<file path="src/rtl/utmp_pkg.sv">
// Shared constants and types for the UTF-8 MP3 path validator.
// No dependencies; imported by every module of the block.
package utmp_pkg;

  localparam int MAX_PATH_BYTES = 255;
  // Byte counter holds up to MAX_PATH_BYTES + 1.
  localparam int CNT_W = $clog2(MAX_PATH_BYTES + 2);
  localparam int LEN_W = 9;

  localparam logic [7:0] CH_SLASH     = 8'h2F;
  localparam logic [7:0] CH_DOT       = 8'h2E;
  localparam logic [7:0] CH_BACKSLASH = 8'h5C;
  localparam logic [7:0] CH_DEL       = 8'h7F;
  localparam logic [7:0] CH_SPACE     = 8'h20;
  localparam logic [7:0] CH_M_LOW     = 8'h6D;
  localparam logic [7:0] CH_M_UP      = 8'h4D;
  localparam logic [7:0] CH_P_LOW     = 8'h70;
  localparam logic [7:0] CH_P_UP      = 8'h50;
  localparam logic [7:0] CH_THREE     = 8'h33;

  localparam logic [7:0] U8_ASCII_MAX = 8'h7F;
  localparam logic [7:0] U8_LEAD2_MIN = 8'hC2;
  localparam logic [7:0] U8_LEAD2_MAX = 8'hDF;
  localparam logic [7:0] U8_LEAD3_MIN = 8'hE0;
  localparam logic [7:0] U8_LEAD3_MAX = 8'hEF;
  localparam logic [7:0] U8_LEAD4_MIN = 8'hF0;
  localparam logic [7:0] U8_LEAD4_MAX = 8'hF4;
  localparam logic [7:0] U8_E0        = 8'hE0;
  localparam logic [7:0] U8_ED        = 8'hED;
  localparam logic [7:0] U8_MIN_A0    = 8'hA0;
  localparam logic [7:0] U8_MAX_9F    = 8'h9F;
  localparam logic [7:0] U8_MIN_90    = 8'h90;
  localparam logic [7:0] U8_MAX_8F    = 8'h8F;

  typedef enum logic [2:0] {
    RULE_NONE   = 3'd0,
    RULE_MIN_A0 = 3'd1,
    RULE_MAX_9F = 3'd2,
    RULE_MIN_90 = 3'd3,
    RULE_MAX_8F = 3'd4
  } rule_t;

  typedef struct packed {
    logic             ok;
    logic [LEN_W-1:0] length;
  } result_t;

endpackage

</file>
<file path="src/rtl/utmp_in_reg.sv">
// Input register stage of the path validator: holds one byte request.
// Depends on utmp_pkg.
module utmp_in_reg
  import utmp_pkg::*;
(
  input  logic       clk,
  input  logic       rst,
  input  logic       in_valid,
  output logic       in_ready,
  input  logic [7:0] path_byte,
  input  logic       last_byte,
  input  logic       advance,
  output logic       s1_valid,
  output logic [7:0] s1_byte,
  output logic       s1_last
);

  // Take a new request when empty or when the held one moves on.
  assign in_ready = !s1_valid || advance;

  always_ff @(posedge clk) begin
    if (rst) begin
      s1_valid <= 1'b0;
    end else if (in_ready) begin
      s1_valid <= in_valid;
    end
  end

  always_ff @(posedge clk) begin
    if (in_valid && in_ready) begin
      s1_byte <= path_byte;
      s1_last <= last_byte;
    end
  end

endmodule

</file>
<file path="src/rtl/utmp_scan.sv">
// Running path and UTF-8 state of the validator; computes the verdict on
// the last byte of a path. Depends on utmp_pkg.
module utmp_scan
  import utmp_pkg::*;
(
  input  logic       clk,
  input  logic       rst,
  input  logic       s1_valid,
  input  logic [7:0] s1_byte,
  input  logic       s1_last,
  input  logic       out_free,
  output logic       advance,
  output logic       res_load,
  output result_t    res
);

  typedef struct packed {
    logic [CNT_W-1:0] bytes_seen;
    logic [1:0]       cont_left;
    rule_t            rule;
    logic             broken;
    logic [1:0]       seg_size;
    logic             seg_dots;
    logic [23:0]      prev;
  } scan_state_t;

  localparam scan_state_t STATE_CLEAR = '{
    bytes_seen: '0, cont_left: 2'd0, rule: RULE_NONE, broken: 1'b0,
    seg_size: 2'd0, seg_dots: 1'b1, prev: 24'd0};

  localparam logic [CNT_W-1:0] CNT_SAT = CNT_W'(MAX_PATH_BYTES + 1);
  localparam logic [CNT_W-1:0] CNT_MAX = CNT_W'(MAX_PATH_BYTES);
  localparam logic [CNT_W-1:0] CNT_MIN = CNT_W'(4);

  scan_state_t      st;
  scan_state_t      st_next;
  scan_state_t      upd;
  logic [CNT_W-1:0] count;
  logic             seg_bad_upd;
  logic             bad_cont;
  logic             ok;

  // A non-final byte never produces a result, so it always moves on.
  assign advance  = s1_valid && (!s1_last || out_free);
  assign res_load = advance && s1_last;

  always_comb begin
    upd      = st;
    bad_cont = 1'b0;

    // Path shape rules.
    if (st.bytes_seen == '0) begin
      if (s1_byte != CH_SLASH) upd.broken = 1'b1;
    end else begin
      if (s1_byte < CH_SPACE || s1_byte == CH_DEL || s1_byte == CH_BACKSLASH) begin
        upd.broken = 1'b1;
      end
      if (s1_byte == CH_SLASH) begin
        if (st.seg_size == 2'd0 || (st.seg_dots && st.seg_size <= 2'd2)) begin
          upd.broken = 1'b1;
        end
        upd.seg_size = 2'd0;
        upd.seg_dots = 1'b1;
      end else begin
        if (st.seg_size != 2'd3) upd.seg_size = st.seg_size + 2'd1;
        if (s1_byte != CH_DOT) upd.seg_dots = 1'b0;
      end
    end

    // Strict UTF-8 decoding.
    upd.rule = RULE_NONE;
    if (st.cont_left != 2'd0) begin
      bad_cont = (s1_byte[7:6] != 2'b10) ||
                 (st.rule == RULE_MIN_A0 && s1_byte < U8_MIN_A0) ||
                 (st.rule == RULE_MAX_9F && s1_byte > U8_MAX_9F) ||
                 (st.rule == RULE_MIN_90 && s1_byte < U8_MIN_90) ||
                 (st.rule == RULE_MAX_8F && s1_byte > U8_MAX_8F);
      if (bad_cont) begin
        upd.broken    = 1'b1;
        upd.cont_left = 2'd0;
      end else begin
        upd.cont_left = st.cont_left - 2'd1;
      end
    end else if (s1_byte <= U8_ASCII_MAX) begin
      upd.cont_left = 2'd0;
    end else if (s1_byte >= U8_LEAD2_MIN && s1_byte <= U8_LEAD2_MAX) begin
      upd.cont_left = 2'd1;
    end else if (s1_byte >= U8_LEAD3_MIN && s1_byte <= U8_LEAD3_MAX) begin
      upd.cont_left = 2'd2;
      if (s1_byte == U8_E0) upd.rule = RULE_MIN_A0;
      if (s1_byte == U8_ED) upd.rule = RULE_MAX_9F;
    end else if (s1_byte >= U8_LEAD4_MIN && s1_byte <= U8_LEAD4_MAX) begin
      upd.cont_left = 2'd3;
      if (s1_byte == U8_LEAD4_MIN) upd.rule = RULE_MIN_90;
      if (s1_byte == U8_LEAD4_MAX) upd.rule = RULE_MAX_8F;
    end else begin
      upd.broken = 1'b1;
    end

    // Saturating byte count.
    count = (st.bytes_seen == CNT_SAT) ? CNT_SAT : st.bytes_seen + CNT_W'(1);
    upd.bytes_seen = count;
    upd.prev       = {st.prev[15:0], s1_byte};

    seg_bad_upd = (upd.seg_size == 2'd0) || (upd.seg_dots && upd.seg_size <= 2'd2);

    ok = !upd.broken && count > CNT_MIN && count <= CNT_MAX &&
         upd.cont_left == 2'd0 && !seg_bad_upd &&
         st.prev[23:16] == CH_DOT &&
         (st.prev[15:8] == CH_M_LOW || st.prev[15:8] == CH_M_UP) &&
         (st.prev[7:0] == CH_P_LOW || st.prev[7:0] == CH_P_UP) &&
         s1_byte == CH_THREE;

    res.ok     = ok;
    res.length = LEN_W'(count);

    // Clear everything after the last byte of a path.
    st_next = s1_last ? STATE_CLEAR : upd;
  end

  always_ff @(posedge clk) begin
    if (rst) begin
      st <= STATE_CLEAR;
    end else if (advance) begin
      st <= st_next;
    end
  end

endmodule

</file>
<file path="src/rtl/utmp_out_reg.sv">
// Result register of the path validator: holds one verdict until taken.
// Depends on utmp_pkg.
module utmp_out_reg
  import utmp_pkg::*;
(
  input  logic             clk,
  input  logic             rst,
  input  logic             res_load,
  input  result_t          res,
  output logic             out_free,
  output logic             out_valid,
  input  logic             out_ready,
  output logic             path_ok,
  output logic [LEN_W-1:0] path_length
);

  assign out_free = !out_valid || out_ready;

  always_ff @(posedge clk) begin
    if (rst) begin
      out_valid <= 1'b0;
    end else if (res_load) begin
      out_valid <= 1'b1;
    end else if (out_ready) begin
      out_valid <= 1'b0;
    end
  end

  always_ff @(posedge clk) begin
    if (res_load) begin
      path_ok     <= res.ok;
      path_length <= res.length;
    end
  end

endmodule

</file>
<file path="src/rtl/utf8_mp3_path_validator.sv">
// Top level of the UTF-8 MP3 path validator.
// Depends on utmp_pkg, utmp_in_reg, utmp_scan and utmp_out_reg.
//
// Usage:
//   A path enters one byte per request on the input channel (in_valid /
//   in_ready, path_byte, last_byte); last_byte marks the final byte.
//   Each path gives exactly one result request on the output channel
//   (out_valid / out_ready, path_ok, path_length), issued for its last
//   byte; other bytes give none.
//   A last byte passes through one input register, then one result
//   register, before its result shows.
//   Throughput: one byte per cycle outside a stall; the running state is
//   updated by a single short logic pass between input and result registers.
//   Stall: while a result waits, non-final bytes keep flowing; a further
//   last byte holds in the input register, with in_ready low, until the
//   waiting result is taken.
//   Reset (rst, synchronous): drop any held request and clear the path
//   state; no clearing pass is needed.
module utf8_mp3_path_validator
  import utmp_pkg::*;
(
  input  logic             clk,
  input  logic             rst,
  input  logic             in_valid,
  output logic             in_ready,
  input  logic [7:0]       path_byte,
  input  logic             last_byte,
  output logic             out_valid,
  input  logic             out_ready,
  output logic             path_ok,
  output logic [LEN_W-1:0] path_length
);

  logic       s1_valid;
  logic [7:0] s1_byte;
  logic       s1_last;
  logic       advance;
  logic       res_load;
  logic       out_free;
  result_t    res;

  // Hold the incoming byte request.
  utmp_in_reg u_in_reg (
    .clk       (clk),
    .rst       (rst),
    .in_valid  (in_valid),
    .in_ready  (in_ready),
    .path_byte (path_byte),
    .last_byte (last_byte),
    .advance   (advance),
    .s1_valid  (s1_valid),
    .s1_byte   (s1_byte),
    .s1_last   (s1_last)
  );

  // Advance the running path state and form the verdict.
  utmp_scan u_scan (
    .clk      (clk),
    .rst      (rst),
    .s1_valid (s1_valid),
    .s1_byte  (s1_byte),
    .s1_last  (s1_last),
    .out_free (out_free),
    .advance  (advance),
    .res_load (res_load),
    .res      (res)
  );

  // Hold the verdict until the receiver takes it.
  utmp_out_reg u_out_reg (
    .clk         (clk),
    .rst         (rst),
    .res_load    (res_load),
    .res         (res),
    .out_free    (out_free),
    .out_valid   (out_valid),
    .out_ready   (out_ready),
    .path_ok     (path_ok),
    .path_length (path_length)
  );

endmodule

</file>
<file path="config.mk">
export PLATFORM = sky130hd
export DESIGN_NAME = utf8_mp3_path_validator
export DESIGN_NICKNAME = d
export VERILOG_FILES = /design/src/rtl/utmp_pkg.sv /design/src/rtl/utmp_in_reg.sv /design/src/rtl/utmp_scan.sv /design/src/rtl/utmp_out_reg.sv /design/src/rtl/utf8_mp3_path_validator.sv
export SDC_FILE = /design/constraint.sdc
export NUM_CORES = 1
export LEC_CHECK = 0
export BUFFER_PORTS_ARGS = -buffer_cell sky130_fd_sc_hd__buf_2
export CORE_MARGIN = 2
export CORE_UTILIZATION = 59
export DETAILED_ROUTE_END_ITERATION = 10
export HOLD_SLACK_MARGIN = 0.15
export PLACE_DENSITY_LB_ADDON = 0.05
export SLEW_MARGIN = 20
export SYNTH_ARGS = -nofsm -noshare
export SYNTH_HDL_FRONTEND = slang
export SYNTH_SLANG_ARGS = --single-unit
export TNS_END_PERCENT = 100
</file>
<file path="constraint.sdc">
create_clock -name clk -period 3.1 [get_ports clk]
set_input_delay 0.155 -clock clk [delete_from_list [all_inputs] [get_ports clk]]
set_output_delay 0.155 -clock clk [all_outputs]
set_load 0.01 [all_outputs]
</file>
# Yosys cells after proc, flatten, opt, wreduce, memory -nomap -nowiden
# Cells that the tools add are included.
[word_totals]
mem_bits_rw = 0
output_inout_bits = 12
elab_cells = 128
rom_bits = 0
input_bits = 13
regBits = 63
latchBits = 0
n_memories = 0
[classes]
div_mod_pow = 0
n_lt_le_gt_ge = 16
multipliers = 0
n_mux = 30
add_sub_neg = 3
n_reduce_logical = 44
shift = 0
n_eq_ne = 22
bitwise_logic = 0
[ops]
columns = ["op", "n"]
rows = [
  ["$eq A8 B7 Y1 const B", 6],
  ["$mux W42", 1],
  ["$eq A8 B8 Y1 const B", 4],
  ["$eq A8 B6 Y1 const B", 3],
  ["$ge A8 B8 Y1 const B", 3],
  ["$le A8 B8 Y1 const B", 3],
  ["$logic_and A1 B1 Y1", 20],
  ["$gt A8 B8 Y1 const B", 2],
  ["$lt A8 B8 Y1 const B", 2],
  ["$ne A8 B6 Y1 const B", 2],
  ["$mux W2", 7],
  ["$logic_or A1 B1 Y1", 13],
  ["$mux W1", 13],
  ["$mux W3", 4],
  ["$mux W5", 2],
  ["$add A9 B1 Y9 const B", 1],
  ["$eq A9 B9 Y1 const B", 1],
  ["$gt A9 B3 Y1 const B", 1],
  ["$le A9 B8 Y1 const B", 1],
  ["$logic_not A9 Y1", 1],
  ["$mux W9", 1],
  ["$le A8 B7 Y1 const B", 1],
  ["$lt A8 B6 Y1 const B", 1],
  ["$mux W4", 2],
  ["other kinds (10)", 20],
]

# Logic depth before layout (Yosys ltp)
[logic_depth]
depth_word = 21
depth_mapped = 7
mapped_depth_nobuf = 7

# By module
# Synthesis repeated with hierarchy kept, for this count alone.
[hier_totals]
hier_cells = 344
area_unflattened_um2 = 3042.9
[modules_own_cells]
columns = ["mod", "seq_area_each_um2", "area_each_um2", "cells_per_inst", "instances"]
rows = [
  ["utmp_scan", 840.8, 2371.0, 316, 1],
  ["utmp_out_reg", 320.3, 346.6, 14, 1],
  ["utmp_in_reg", 290.3, 325.3, 14, 1],
]

# Worst setup path after synthesis
# Ideal clock, no wire load.
[synth_timing]
path_kind = "register to register"
startpoint = "register u_scan.st[33] in the netlist's numbering"
endpoint = "register u_out_reg.path_ok (data pin)"
setup_slack_ns = 0.726
path_stages_with_launch = 8
required_time_ns = 2.910
arrival_ns = 2.184
path_cell_list = "dfxtp_1 -> inv_1 -> ha_1 -> or4b_1 -> nor3_2 -> mux2_1 -> a2111o_1 -> a2111oi_2"
[synth_lines]
columns = ["element", "line", "text"]
rows = [
  ["from (decl)", "utmp_scan.sv:35", "scan_state_t st;"],
  ["from (signal assigned)", "utmp_scan.sv:125", "st <= st_next;"],
  ["to (signal assigned)", "utmp_out_reg.sv:31", "path_ok <= res.ok;"],
  ["to (decl)", "utmp_out_reg.sv:13", "output logic path_ok,"],
]

==> impl_metrics.json <==
{
  "fp.dieH_um": 75.8,
  "max_stage_delay_ns": 0.51,
  "synth_seq_cells": 63,
  "clockRootBuffer": "clkbuf_8",
  "timing.rr.end": "u_out_reg.path_ok$_DFFE_PP_",
  "die_x_um": 75.8,
  "layout-drive-gt1-share": 0.139,
  "clkPwrFrac": 0.398,
  "vias": 2634,
  "hpwlAfterDp_um": 4490,
  "p_comb_frac": 0.067,
  "ctsHoldBuffers": 11,
  "path_class": "reg2reg",
  "ys.flop_type": "dfxtp_1",
  "cp_top_family": "simple AND/OR/NAND/NOR gates",
  "grt_max_degree": 39,
  "fmax_mhz": 385,
  "hold_end": "u_in_reg.s1_valid$_SDFFE_PP0N_",
  "start_util": 0.603,
  "path_clk_slew_ns": 0.07,
  "place_congestion": 0.950,
  "post_dp_cell_area_mm2": 0.00316,
  "synth_top_area_share": 0.289,
  "cts_tree": "built",
  "worstHoldStart": "out_ready",
  "design_area_mm2": 0.00346,
  "pin_count": 25,
  "fin_crit_ns": 2.60,
  "switchingPower_uw": 400,
  "pre_cts_ws_ns": 0.547,
  "netlist_area_mm2": 0.00304,
  "firstDrtPassIters": 4,
  "grt.total_usage": 0.262,
  "cts_max_level": 3,
  "ys_seq_area_frac": 0.477,
  "slew_viol_final": 0,
  "routed_wl_um": 6840,
  "crit_path_start_kind": "flop",
  "synth.area.top_cells": "dfxtp_1 29%, edfxtp_1 19%, a21oi_1 6.1%, nand2_1 5.4%, nand3_1 5.4%",
  "drv_cap": 0,
  "total_power_mw": 1.66,
  "grt_pass1_vias": 2371,
  "whs_path_depth": 4,
  "r2r_cells": 7,
  "rows": 26,
  "viasPerCell": 5.92,
  "synth_top_area_cell": "dfxtp_1",
  "crit_path_end_kind": "flop",
  "clock_path_buffers": 2,
  "numPortBuffers": 24,
  "clkSinkCount": 63,
  "path_buf_inv": 1,
  "p_leak_nw": 1.21,
  "cp.arrival_ns": 2.74,
  "initialDrtViolationCount": 124,
  "grt_pass1_wl_um": 11300,
  "die_area_mm2": 0.00575,
  "post_cts.repair.setup_buffers": 0,
  "layout.cells.non_filler": 445,
  "syn_inst": 347,
  "finalHoldViolCount": 0,
  "drc_errors": 0,
  "rsz0062_at_grt": "false",
  "synth_edf_count": 19,
  "final_util": 0.686,
  "yosysWarnings": 0,
  "finalSetupTns_ns": 0,
  "post_cts_resized": 0,
  "worst_slack_ns": 0.501,
  "overflow": 0,
  "slew_headroom": 0.367,
  "hold_slack_ns": 0.173,
  "numCtsBuffers": 9,
  "antenna_found_initial": 0,
  "clk_latency_ns": 0.34,
  "setup_viol_count_final": 0,
  "nFillCells": 416,
  "worstPathCellList": "inv_1 > ha_1 > or4b_1 > nor3_2 > mux2_1 > a2111o_1 > a2111oi_2",
  "syn-num-nets": 364,
  "routedWlPerCell_um": 15.4,
  "skew_ns": 0.00856,
  "p_per_area_mw_per_mm2": 481,
  "ir_worst_vdd_mv": 0.373,
  "coreArea_mm2": 0.00504,
  "syn_area_per_cell_um2": 8.77,
  "hp-class": "in2reg",
  "tightest_slew_ns": 0.945,
  "rrSetupSlack_ns": 0.50,
  "area_delta_synth_final_pct": 13.7,
  "ys_top_cells_by_count": "44 x dfxtp_1, 44 x nand2_1, 37 x a21oi_1, 33 x nand3_1, 25 x nor2_1",
  "pwr-share-seq": 0.535,
  "p_int_mw": 1.26,
  "cp_max_fo": 7,
  "placed_cells": 418,
  "synth.distinct_cells": 62,
  "cp.required_ns": 3.24,
  "r2r_start": "u_scan.st[33]$_SDFFE_PP0P_",
  "run_status": "completed",
  "antenna_cells": 0,
  "ys_async_sr_fraction": 0,
  "crit_slowest_cell": "or4b_1",
  "antenna_left": 0,
  "fin_crit_sh": 0.838,
  "nets": 387,
  "p_sw_frac": 0.240
}
-- worst reg2reg max path: stages, from the launching register on --
cell and delay [ns]:
dfxtp_1 0.36, inv_1 0.15, ha_1 0.18, or4b_1 0.51, nor3_2 0.26, mux2_1 0.37
a2111o_1 0.36, a2111oi_2 0.21
-- area by class of cell --
type                    count  area, um^2  area share
flip-flops and latches     63        1450       0.420
multi-input cells         245        1430       0.413
repair buffers             39         260      0.0752
clock buffers              13         169      0.0488
well taps                  70        87.6      0.0253
inverters                  12        45.0      0.0130
clock inverters             3        16.3     0.00470
-- power by group through the flow --
stage               sequential, mW  clock [mW]  combinational [mW]
floorplan                    0.896           0              0.0798
global placement             0.908           0              0.0985
detailed placement           0.908           0               0.100
CTS                          0.890       0.670               0.111
global route                 0.893       0.705               0.124
finish                       0.891       0.662               0.112
-- sequential cells by signal, indices dropped and copies added (netlist names) --
name and flops:
u_out_reg.path_length 9, u_in_reg.s1_last 1, u_in_reg.s1_byte 8, u_out_reg.path_ok 1, u_in_reg.s1_valid 1, u_out_reg.out_valid 1
u_scan.st 42
-- cell usage in the layout, fill, tap and decap left out, types with 3 or more instances in the layout --
cell	synthesis	routed
a21o_1	3	3
a21oi_1	37	37
a22oi_1	5	5
a32oi_1	3	3
and3_1	3	3
buf_2	3	24
buf_4	1	4
clkbuf_8	0	12
dfxtp_1	44	44
dlygate4sd3_1	0	11
edfxtp_1	19	19
ha_1	4	4
inv_1	11	11
nand2_1	44	44
nand3_1	33	33
nand4_1	5	5
nor2_1	25	25
nor2b_1	3	3
nor3_1	7	7
nor4_1	4	4
o21a_1	3	3
o21ai_0	6	6
o21ai_1	5	5
or3_1	5	5
xnor2_1	4	4
-- worst max-delay path by stage --
| stage | from | end | cells past startpoint |
|---|---|---|---|
| floorplan | u_scan.st[33]$_SDFFE_PP0P_ | u_out_reg.path_ok$_DFFE_PP_ | 7 |
| global placement | u_scan.st[33]$_SDFFE_PP0P_ | u_out_reg.path_ok$_DFFE_PP_ | 7 |
| detailed placement | u_scan.st[33]$_SDFFE_PP0P_ | u_out_reg.path_ok$_DFFE_PP_ | 7 |
| CTS | u_scan.st[33]$_SDFFE_PP0P_ | u_out_reg.path_ok$_DFFE_PP_ | 7 |
| global route | u_scan.st[33]$_SDFFE_PP0P_ | u_out_reg.path_ok$_DFFE_PP_ | 7 |
| finish | u_scan.st[33]$_SDFFE_PP0P_ | u_out_reg.path_ok$_DFFE_PP_ | 7 |
-- cell families (layout without fill, tap and decap cells) --
| group | after synthesis | after routing | share of synthesized area |
|---|---|---|---|
| compound gates | 82 | 82 | 0.171 |
| buf+inv | 39 | 67 | 0.0530 |
| xor+xnor | 6 | 6 | 0.0173 |
| fa+ha+maj | 5 | 5 | 0.0197 |
| mux | 1 | 1 | 0.00370 |
| flops | 63 | 63 | 0.477 |
| simple gates | 151 | 151 | 0.258 |
-- routing by layer --
| layer | routed length (um) | part of all wire | vias to the layer above | GRT usage |
|---|---|---|---|---|
| met2 | 3290 | 0.48 | 62 | 0.419 |
| met1 | 3130 | 0.46 | 1252 | 0.354 |
| met3 | 244 | 0.036 | 16 | 0.0397 |
| met4 | 170 | 0.025 | 0 | 0.109 |
| met5 | 0 | 0 | - | 0 |
| li1 | - | - | 1304 | - |
(Power assumes the default switching activity.)
